$ cat src/design/lpr_pkg.sv
// Shared types, widths and codes of the longest-prefix route lookup block.
package lpr_pkg;

    localparam int TABLE_DEPTH = 1024;
    localparam int PORT_BITS   = 4;

    localparam int ADDR_W  = 32;
    localparam int CMD_W   = 2;
    localparam int STAT_W  = 2;
    localparam int PORT_W  = 4;
    localparam int INDEX_W = 10;
    localparam int IDX_W   = $clog2(TABLE_DEPTH);
    localparam int CNT_W   = $clog2(TABLE_DEPTH + 1);

    localparam logic [CMD_W-1:0] CMD_CLEAR  = 2'd0;
    localparam logic [CMD_W-1:0] CMD_APPEND = 2'd1;
    localparam logic [CMD_W-1:0] CMD_LOOKUP = 2'd2;

    localparam logic [STAT_W-1:0] STAT_OK   = 2'd0;
    localparam logic [STAT_W-1:0] STAT_MISS = 2'd1;
    localparam logic [STAT_W-1:0] STAT_FULL = 2'd2;

    typedef struct packed {
        logic [ADDR_W-1:0]    prefix;
        logic [ADDR_W-1:0]    mask;
        logic [ADDR_W-1:0]    hop;
        logic [PORT_BITS-1:0] port;
    } t_route;

    // One table read in flight toward the match unit.
    typedef struct packed {
        logic             valid;
        logic [IDX_W-1:0] idx;
    } t_scan_beat;

    // Best route found so far in the current scan.
    typedef struct packed {
        logic                 have;
        logic [ADDR_W-1:0]    hop;
        logic [PORT_BITS-1:0] port;
        logic [IDX_W-1:0]     idx;
    } t_match_result;

endpackage

$ cat src/design/lpr_match_unit.sv
// Shared prefix compare unit that keeps the best matching route of a scan.
module lpr_match_unit (
    input  logic                       i_clk,
    input  logic                       i_rst_n,
    input  logic                       i_start,
    input  lpr_pkg::t_scan_beat        i_beat,
    input  lpr_pkg::t_route            i_route,
    input  logic [lpr_pkg::ADDR_W-1:0] i_key,
    output lpr_pkg::t_match_result     o_result
);

    lpr_pkg::t_match_result     r_best;
    lpr_pkg::t_match_result     n_best;
    logic [lpr_pkg::ADDR_W-1:0] r_best_mask;
    logic [lpr_pkg::ADDR_W-1:0] n_best_mask;
    logic                       hit;
    logic                       better;

    assign hit    = ((i_key & i_route.mask) == i_route.prefix);
    assign better = !r_best.have || (r_best_mask < i_route.mask);

    always_comb begin
        n_best      = r_best;
        n_best_mask = r_best_mask;
        if (i_start) begin
            n_best.have = 1'b0;
        end else if (i_beat.valid && hit && better) begin
            // Strictly larger mask only, so the earliest route wins a tie.
            n_best.have = 1'b1;
            n_best.hop  = i_route.hop;
            n_best.port = i_route.port;
            n_best.idx  = i_beat.idx;
            n_best_mask = i_route.mask;
        end
    end

    always_ff @(posedge i_clk) begin
        if (!i_rst_n) begin
            r_best.have <= 1'b0;
        end else begin
            r_best.have <= n_best.have;
        end
        r_best.hop  <= n_best.hop;
        r_best.port <= n_best.port;
        r_best.idx  <= n_best.idx;
        r_best_mask <= n_best_mask;
    end

    assign o_result = r_best;

endmodule

$ cat config.mk
export PLATFORM = sky130hd
export DESIGN_NAME = lpr_match_unit
export DESIGN_NICKNAME = d
export VERILOG_FILES = /design/src/design/lpr_pkg.sv /design/src/design/lpr_match_unit.sv
export SDC_FILE = /design/constraint.sdc
export NUM_CORES = 1
export LEC_CHECK = 0
export BUFFER_PORTS_ARGS = -buffer_cell sky130_fd_sc_hd__buf_2
export CORE_UTILIZATION = 49
export DETAILED_ROUTE_END_ITERATION = 12
export GPL_TIMING_DRIVEN = 0
export HOLD_SLACK_MARGIN = 0.06
export PLACE_DENSITY = 0.92
export SYNTH_ARGS = -nofsm -noshare
export SYNTH_HDL_FRONTEND = slang
export SYNTH_SLANG_ARGS = --single-unit
$ cat constraint.sdc
create_clock -name i_clk -period 14.05 [get_ports i_clk]
set_clock_uncertainty 0.05 [all_clocks]
set_input_delay 2.81 -clock i_clk [delete_from_list [all_inputs] [get_ports i_clk]]
set_output_delay 2.81 -clock i_clk [all_outputs]
set_load 0.02 [all_outputs]
* Word level (Yosys, flattened, before mapping)
Index checks and enable logic that the tools add are counted.
W data, S select, Z words.
** Operators by class
- $lt $le $gt $ge :: 1
- Eq/ne operators :: 1
- Bitwise gates (word level) :: 3
- Reduce and logical (&&, ||, !) cells :: 6
** Operators by type and width (count)
- $and A32 B32 Y32 :: 1
- $eq A32 B32 Y1 :: 1
- $lt A32 B32 Y1 :: 1
- $logic_and A1 B1 Y1 :: 2
- $not A1 Y1 :: 2
- $reduce_and A2 Y1 :: 1
- $reduce_or A2 Y1 :: 1
- $logic_not A1 Y1 :: 1
- $logic_or A1 B1 Y1 :: 1
** Word-level totals
- Register bits :: 79
- Input bits :: 146
- Output and inout port bits :: 47
- Logic and storage cells :: 16

* Logic depth before layout (Yosys ltp)
Gate-level depths: netlist (run 1).
- Word-level depth :: 5
- Depth in mapped cells :: 8
- Mapped depth without buffers :: 8

* Worst setup path before layout (run 1)
OpenSTA, ideal clock, no wires.
- Path kind :: input to register
- Start :: input i_route[37] in the netlist's numbering
- End :: register r_best, in the netlist o_result[0] (enable)
- Setup time :: 0.558 ns
- Arrival :: 8.098 ns
- Data required time :: 13.442 ns
- Path slack :: 5.344 ns
- Stages on the path :: 7
- Buffers on the path :: 0
- Path through :: inv_1 -> ha_1 -> a2111oi_2 -> nor3_1 -> a211oi_2 -> nor4_2 -> nor4_2
** Between the ends
- Cells in the longest elaborated chain, start to end :: 5
- Elaborated cells between the ends (all ways) :: 7
- Those cells by class :: order compare: 1; eq/ne: 1; bitwise: 1; reduce/logical: 4
** Ends and longest elaborated chain
- start, declared :: RTL line lpr_match_unit.sv:7 : input lpr_pkg::t_route i_route,
- branches (longest 3 deep; another with $lt A32 B32 Y1)
- $logic_and A1 B1 Y1 * :: RTL line lpr_match_unit.sv:27 : end else if (i_beat.valid && hit && better) begin
- $reduce_and A2 Y1 (no source line) *
- end, declared :: RTL line lpr_match_unit.sv:12 : lpr_pkg::t_match_result r_best;
Every way passes the cells marked *.
A chain may end at the register's enable or synchronous reset.

* Worst setup path in the final report (run 1)
- Start :: input i_route[59] in the netlist's numbering
- End :: register r_best, in the netlist o_result[9] (enable)
Same word-level chain as after synthesis.

==> reports/summary.txt, run 1 <==
Final min period: 5.04 ns
CP Class: in2reg
register area share after synthesis: 0.647
hold_ws: 0.532 ns
Syn Nets: 445
die area: 7800 um^2
GRT met1 Usage: 0.269
clk_lat worst skew: 0.34 ns
Final setup viols: 0
# hold bufs at CTS: 0
GRT met2 Usage: 0.466
antenna violations before repair: 0
M3 GR Usage: 0.0672
final wirelength: 9290 um
CTS buffer count: 9
Std-Cell Core Area: 7210 um^2
outcome: finished clean
Iter 0 DRT Violations: 80
GRT Total Usage: 0.247
Critical Path RT: 14.04 ns
final weighted congestion in routability-driven placement: 0.826
post-synth top area share: 0.641
largest cells by area after synthesis: edfxtp_1 (64%), ha_1 (11%), xor2_1 (6.7%)
PnR worst setup slack: 9.01 ns
DRC violations left: 0
CTS max path bufs: 2
postcts setup bufs: 0
Rows: 31
Mapped Area: 3650 um^2
yosys warns: 0
Setup crit end kind: flop
Tcrit/Tclk final: 0.359
Syn Area/Cell: 13.6 um^2
total power: 0.000471 W
Worst-path clk slew: 0.08 ns
DRT antenna net count: 0
RSZ-0062 raised after global routing: no
Top Ports: 193
vias: 2873
Slew Limit Fails: 0
largest net degree at the start of global routing: 18
setup slack at placement: 8.62 ns
Switch Pwr: 0.000105 W
Hold Path Class: reg2reg
clock root cell: clkbuf_8
combinational group share of total power: 0.100
crit-path max FO: 17
die width: 88.3 um
Placement Cell Area: 4800 um^2
Netlist cell types: 31
drt wl/cell: 16.0 um
Initial Util: 0.506
Post-synth EDFFs: 78
Max-Cap Viols: 0
fin nets: 653
Design Area, Final: 5000 um^2
CTS tree: yes
Fin. Hold Viols: 0
Internal: 0.000366 W
Setup TNS: 0 ns
ys async rst share: 0
GRT Max-Usage Layer: met2
cell taking the most area after synthesis: edfxtp_1
hpwl dp: 7530 um
IR drop worst, VDD: 0.104 mV
switching part of the total: 0.223
global route overflow: 0
area growth from synthesis to layout: 36.9%
ys flop type: edfxtp_1
Clk pwr share: 0.351
1st-pass router iterations: 4
Achievable Freq: 198 MHz
first-pass GRT wire length: 13900 um
vias in the first global route: 2941
Via density: 4.95
htree depth: 3
number of diodes: 0
share of power burned in registers: 0.548
share of cells above drive strength 1: 0.451
die height: 88.3 um
Worst slew margin: 0.677
crit path DAT: 5.04 ns
CTS resizes: 0
register bit total from synthesis: 79
Tightest Pin Transition: 0.481 ns
cell count after synthesis: 268
PD cells: 94.2 nW/um^2
I/O Buffers: 192
Setup crit start kind: primary input
clk sinks: 79
Pleak: 2.29 nW
placed cells by master (no fill, tap or decap), types with 2 or more instances in the layout:
master,count
clkinv_4,2
nor4_1,2
xnor2_1,4
nor2_1,3
edfxtp_1,78
nand4_1,9
xor2_1,28
clkbuf_8,9
nor3_1,2
nand3_1,6
a21oi_1,10
a21o_1,3
ha_1,31
o21ai_0,3
inv_1,31
buf_6,5
nand2_1,40
buf_2,192
kinds of logic (layout without fill, tap and decap cells):
group           after synthesis  in the layout  share of synthesized area
xor+xnor                     32             32                     0.0767
compound gates               24             24                     0.0439
flops                        79             79                      0.647
fa+ha+maj                    31             31                      0.106
simple gates                 71             71                     0.0946
buf+inv                      31            244                     0.0319
routing by layer:
| layer | wire length (um) | share of wire |
|---|---|---|
| met1 | 3460 | 0.37 |
| met2 | 5040 | 0.54 |
| met3 | 599 | 0.065 |
| met4 | 186 | 0.020 |
| met5 | 0 | 0 |
power groups by stage:
stage          combinational (W)  clock (W)  sequential (W)
2_1_floorplan          0.0000181          0        0.000264
3_3_place_gp           0.0000448          0        0.000264
3_5_place_dp           0.0000473          0        0.000264
4_1_cts                0.0000479   0.000168        0.000258
5_1_grt                0.0000533   0.000176        0.000258
6_report               0.0000473   0.000165        0.000258
cell usage after synthesis, types with 2 or more instances:
cell type,instances
nor3_1,2
nand4_1,9
a21o_1,3
nand2_1,40
edfxtp_1,78
nor2_1,3
xnor2_1,4
o21ai_0,3
nor4_2,2
nor4_1,2
xor2_1,28
nand3_1,6
inv_1,31
a21oi_1,10
ha_1,31
state kept, by name, summed over array words and instances (netlist names):
name         count
o_result        47
r_best_mask     32
worst max-delay path: stages:
cell     delay [ns]
buf_2          0.12
nand2_1        0.07
xor2_1         0.29
nand4_1        0.18
nor4_1         0.43
nand3_1        0.19
nor4_4         0.46
buf_6          0.27
buf_6          0.22
through the flow:
step	instances	util
5_1_grt	580	0.693
3_5_place_dp	564	0.666
6_report	580	0.693
2_1_floorplan	268	-
3_3_place_gp	559	0.657
4_1_cts	580	0.693
area by class of cell:
cell class / count / area [um^2]
clock buffer: 10 / 128
clock inverter: 6 / 68.8
fill: 529 / 2220
inverter: 31 / 116
multi-input combinational: 158 / 1180
sequential: 79 / 2360
tap: 99 / 124
timing repair buffer: 197 / 1020
worst paths after layout:
kind | start | to | slack, ns | cells after the start
setup / recovery | i_route[59] | o_result[9]$_DFFE_PP_ | 9.01 | 9
hold reg to reg | o_result[46]$_SDFFE_PP0P_ | o_result[46]$_SDFFE_PP0P_ | 0.53 | 2
hold / removal | o_result[46]$_SDFFE_PP0P_ | o_result[46]$_SDFFE_PP0P_ | 0.53 | 2
setup reg to reg | r_best_mask[5]$_DFFE_PP_ | o_result[9]$_DFFE_PP_ | 11.27 | 8
Note: power is estimated with default switching activity, not from simulation.
==> inputs of run 2 (changes only) <==
- ABC_AREA: not set -> 1
- CORE_UTILIZATION: 49 -> 46
- PLACE_DENSITY: 0.92 -> 0.87
- clock period: 14.05 -> 5.1 ns (I/O delays scaled with it)
==> reports/summary.txt, run 2 <==
htree depth: 3 (unchanged)
beginning of the critical path: i_route[41]
Post-synth EDFFs: 78 (unchanged)
critical path endpoint: o_result[43]$_DFFE_PP_
GRT Total Usage: 0.240 (-0.00692)
final weighted congestion in routability-driven placement: 0.816 (-1.2%)
postcts setup bufs: 0 (unchanged)
Syn Area/Cell: 11.4 um^2 (-16%)
Critical Path RT: 5.10 ns (-8.94 ns)
most frequent cell after synthesis: nand2_1
Iter 0 DRT Violations: 124 (+55%)
Mapped Area: 3780 um^2 (+3.5%)
Tcrit/Tclk final: 0.599
Std-Cell Core Area: 7850 um^2 (+8.8%)
commonest non-fill, non-tap cells in the layout: buf_2 (192), nand2_1 (90), edfxtp_1 (78)
register bit total from synthesis: 79 (unchanged)
Final setup viols: 0 (unchanged)
Rows: 32 (+3.2%)
share of cells above drive strength 1: 0.402 (-0.0493)
Max-Cap Viols: 0 (unchanged)
Syn Nets: 508 (+14%)
hpwl dp: 8190 um (+8.7%)
outcome: finished clean
ys async rst share: 0 (unchanged)
largest net degree at the start of global routing: 32 (+14)
clock root cell: clkbuf_8
most common cell after layout, fill and taps aside: buf_2
layout filler cell count: 616 (+16%)
Top Ports: 193 (unchanged)
Achievable Freq: 327 MHz
Design Area, Final: 5130 um^2 (+2.7%)
Reg-to-Reg End: o_result[43]$_DFFE_PP_
final wirelength: 9900 um (+6.6%)
I/O Buffers: 192 (unchanged)
Fin. Hold Viols: 0 (unchanged)
footprint of the multi-input gates: 1260 um^2 (+6.5%)
flop2flop setup slack: 2.51 ns (-8.76 ns)
CTS max path bufs: 2 (unchanged)
Hold Path Class: reg2reg
vias in the first global route: 3126 (+6.3%)
clk sinks: 79 (unchanged)
Placement Cell Area: 4910 um^2 (+2.3%)
yosys warns: 0 (unchanged)
first-pass GRT wire length: 15000 um (+7.8%)
global route overflow: 0 (unchanged)
area growth from synthesis to layout: 35.9%
Worst-path clk slew: 0.09 ns (about the same)
CP Class: in2reg
Pleak: 2.44 nW (+6.4%)
cell count after synthesis: 331 (+24%)
Post-synth top cells: nand2_1 (90), edfxtp_1 (78), inv_1 (44), ha_1 (31)
CP Cell Sequence: buf_2 > inv_1 > ha_1 > a21oi_1 > nor2_1 > nor3_1 > nand2_1 > nand2_1 > nand2_1 > nand2_1 > nand2_1 > a21oi_4 > buf_12
post-synth top area share: 0.620 (-0.0214)
drt wl/cell: 15.4 um (-3.9%)
CTS buffer count: 9 (unchanged)
Critical Path Stages: 13 (+4)
worst r2r src: r_best_mask[5]$_DFFE_PP_
Reg area: 2360 um^2 (unchanged)
Final min period: 3.05 ns
IR drop worst, VDD: 0.202 mV (+95%)
critical path's slowest cell: a21oi_4
Setup TNS: 0 ns (unchanged)
Worst Reg-to-Reg Cells: 11 (+3)
max reg flops: 47 (unchanged)
PD cells: 265 nW/um^2 (+180%)
Slew Limit Fails: 0 (unchanged)
RSZ-0062 raised after global routing: no
Setup crit start kind: primary input
Setup crit end kind: flop
Via density: 4.85 (-2.1%)
die width: 92.6 um (+4.9%)
die area: 8580 um^2 (+10%)
crit path DAT: 3.05 ns (-1.99 ns)
antenna violations before repair: 1 (+1)
WP buf/inv: 3 (unchanged)
vias: 3117 (+8.5%)
Worst slew margin: 0.527 (-0.150)
clk_lat worst skew: 0.35 ns (about the same)
crit-path leading delay family: compound AO/OA/AOI/OAI gates
ys flop type: edfxtp_1
DRT antenna net count: 0 (unchanged)
register area share after synthesis: 0.625 (-0.0216)
DRC violations left: 0 (unchanged)
cell taking the most area after synthesis: edfxtp_1
# hold bufs at CTS: 0 (unchanged)
Tightest Pin Transition: 0.708 ns (+0.227 ns)
Initial Util: 0.482 (-0.0247)
CTS resizes: 0 (unchanged)
fin nets: 713 (+9.2%)
CTS tree: yes
largest cells by area after synthesis: edfxtp_1 (62%), ha_1 (10%), nand2_1 (8.9%)
die height: 92.6 um (+4.9%)
1st-pass router iterations: 5 (+1)
Critical Path Most Common Cell: nand2_1
slowest stage delay, CP: 0.59 ns (+0.13 ns)
Netlist cell types: 22 (-29%)
crit-path max FO: 30 (+13)
## run 2: layer usage
metal,part of all wire,global-route usage
met1,0.36,0.254
met2,0.53,0.441
met3,0.091,0.0829
met4,0.022,0.0846
met5,0,0
## run 2: worst min-delay path by stage
stage | start | end | slack, ns | cells after the start
finish | o_result[46]$_SDFFE_PP0P_ | o_result[46]$_SDFFE_PP0P_ | 0.48 | 2
global route | o_result[46]$_SDFFE_PP0P_ | o_result[46]$_SDFFE_PP0P_ | 0.51 | 2
global placement | o_result[46]$_SDFFE_PP0P_ | o_result[46]$_SDFFE_PP0P_ | 0.42 | 2
CTS | o_result[46]$_SDFFE_PP0P_ | o_result[46]$_SDFFE_PP0P_ | 0.47 | 2
floorplan | o_result[46]$_SDFFE_PP0P_ | o_result[46]$_SDFFE_PP0P_ | 0.51 | 2
detailed placement | o_result[46]$_SDFFE_PP0P_ | o_result[46]$_SDFFE_PP0P_ | 0.46 | 2
## run 2: logic make-up after synthesis
logic type | share of synthesized area
and+or+nand+nor | 0.155
DFF | 0.625
buffers and inverters | 0.0437
adders and majority gates | 0.103
AOI/OAI and AO/OA | 0.0387
xor gates and xnor gates | 0.0348
## run 2: stage by stage
| stage | setup WS (ns) | util | std cells | hold WS, ns | total power (W) |
|---|---|---|---|---|---|
| floorplan | 0.468 | - | 331 | 0.510 | 0.000782 |
| CTS | 2.01 | 0.654 | 642 | 0.472 | 0.00137 |
| global placement | -0.610 | 0.620 | 625 | 0.423 | 0.000858 |
| global route | 1.83 | 0.654 | 642 | 0.509 | 0.00141 |
| finish | 2.05 | 0.654 | 643 | 0.476 | 0.00136 |
| detailed placement | 1.65 | 0.626 | 627 | 0.459 | 0.000865 |
## run 2: worst min-delay path: stages, from the launching register on
cell,delay (ns)
dfxtp_1,0.36
inv_1,0.08
a21oi_2,0.05
## run 2: cell type report
| type | instances | area share |
|---|---|---|
| Clock inverter | 6 | 0.0183 |
| Antenna cell | 1 | 0.000487 |
| Tap cell | 102 | 0.0249 |
| Timing Repair Buffer | 194 | 0.195 |
| Clock buffer | 9 | 0.0241 |
| Multi-Input combinational cell | 208 | 0.245 |
| Sequential cell | 79 | 0.460 |
| Inverter | 44 | 0.0322 |
## run 2: report_power, final
part	switching [W]	internal [W]
Clock	0.000233	0.000276
Sequential	0.000000000000124	0.000712
Combinational	0.0000697	0.0000685
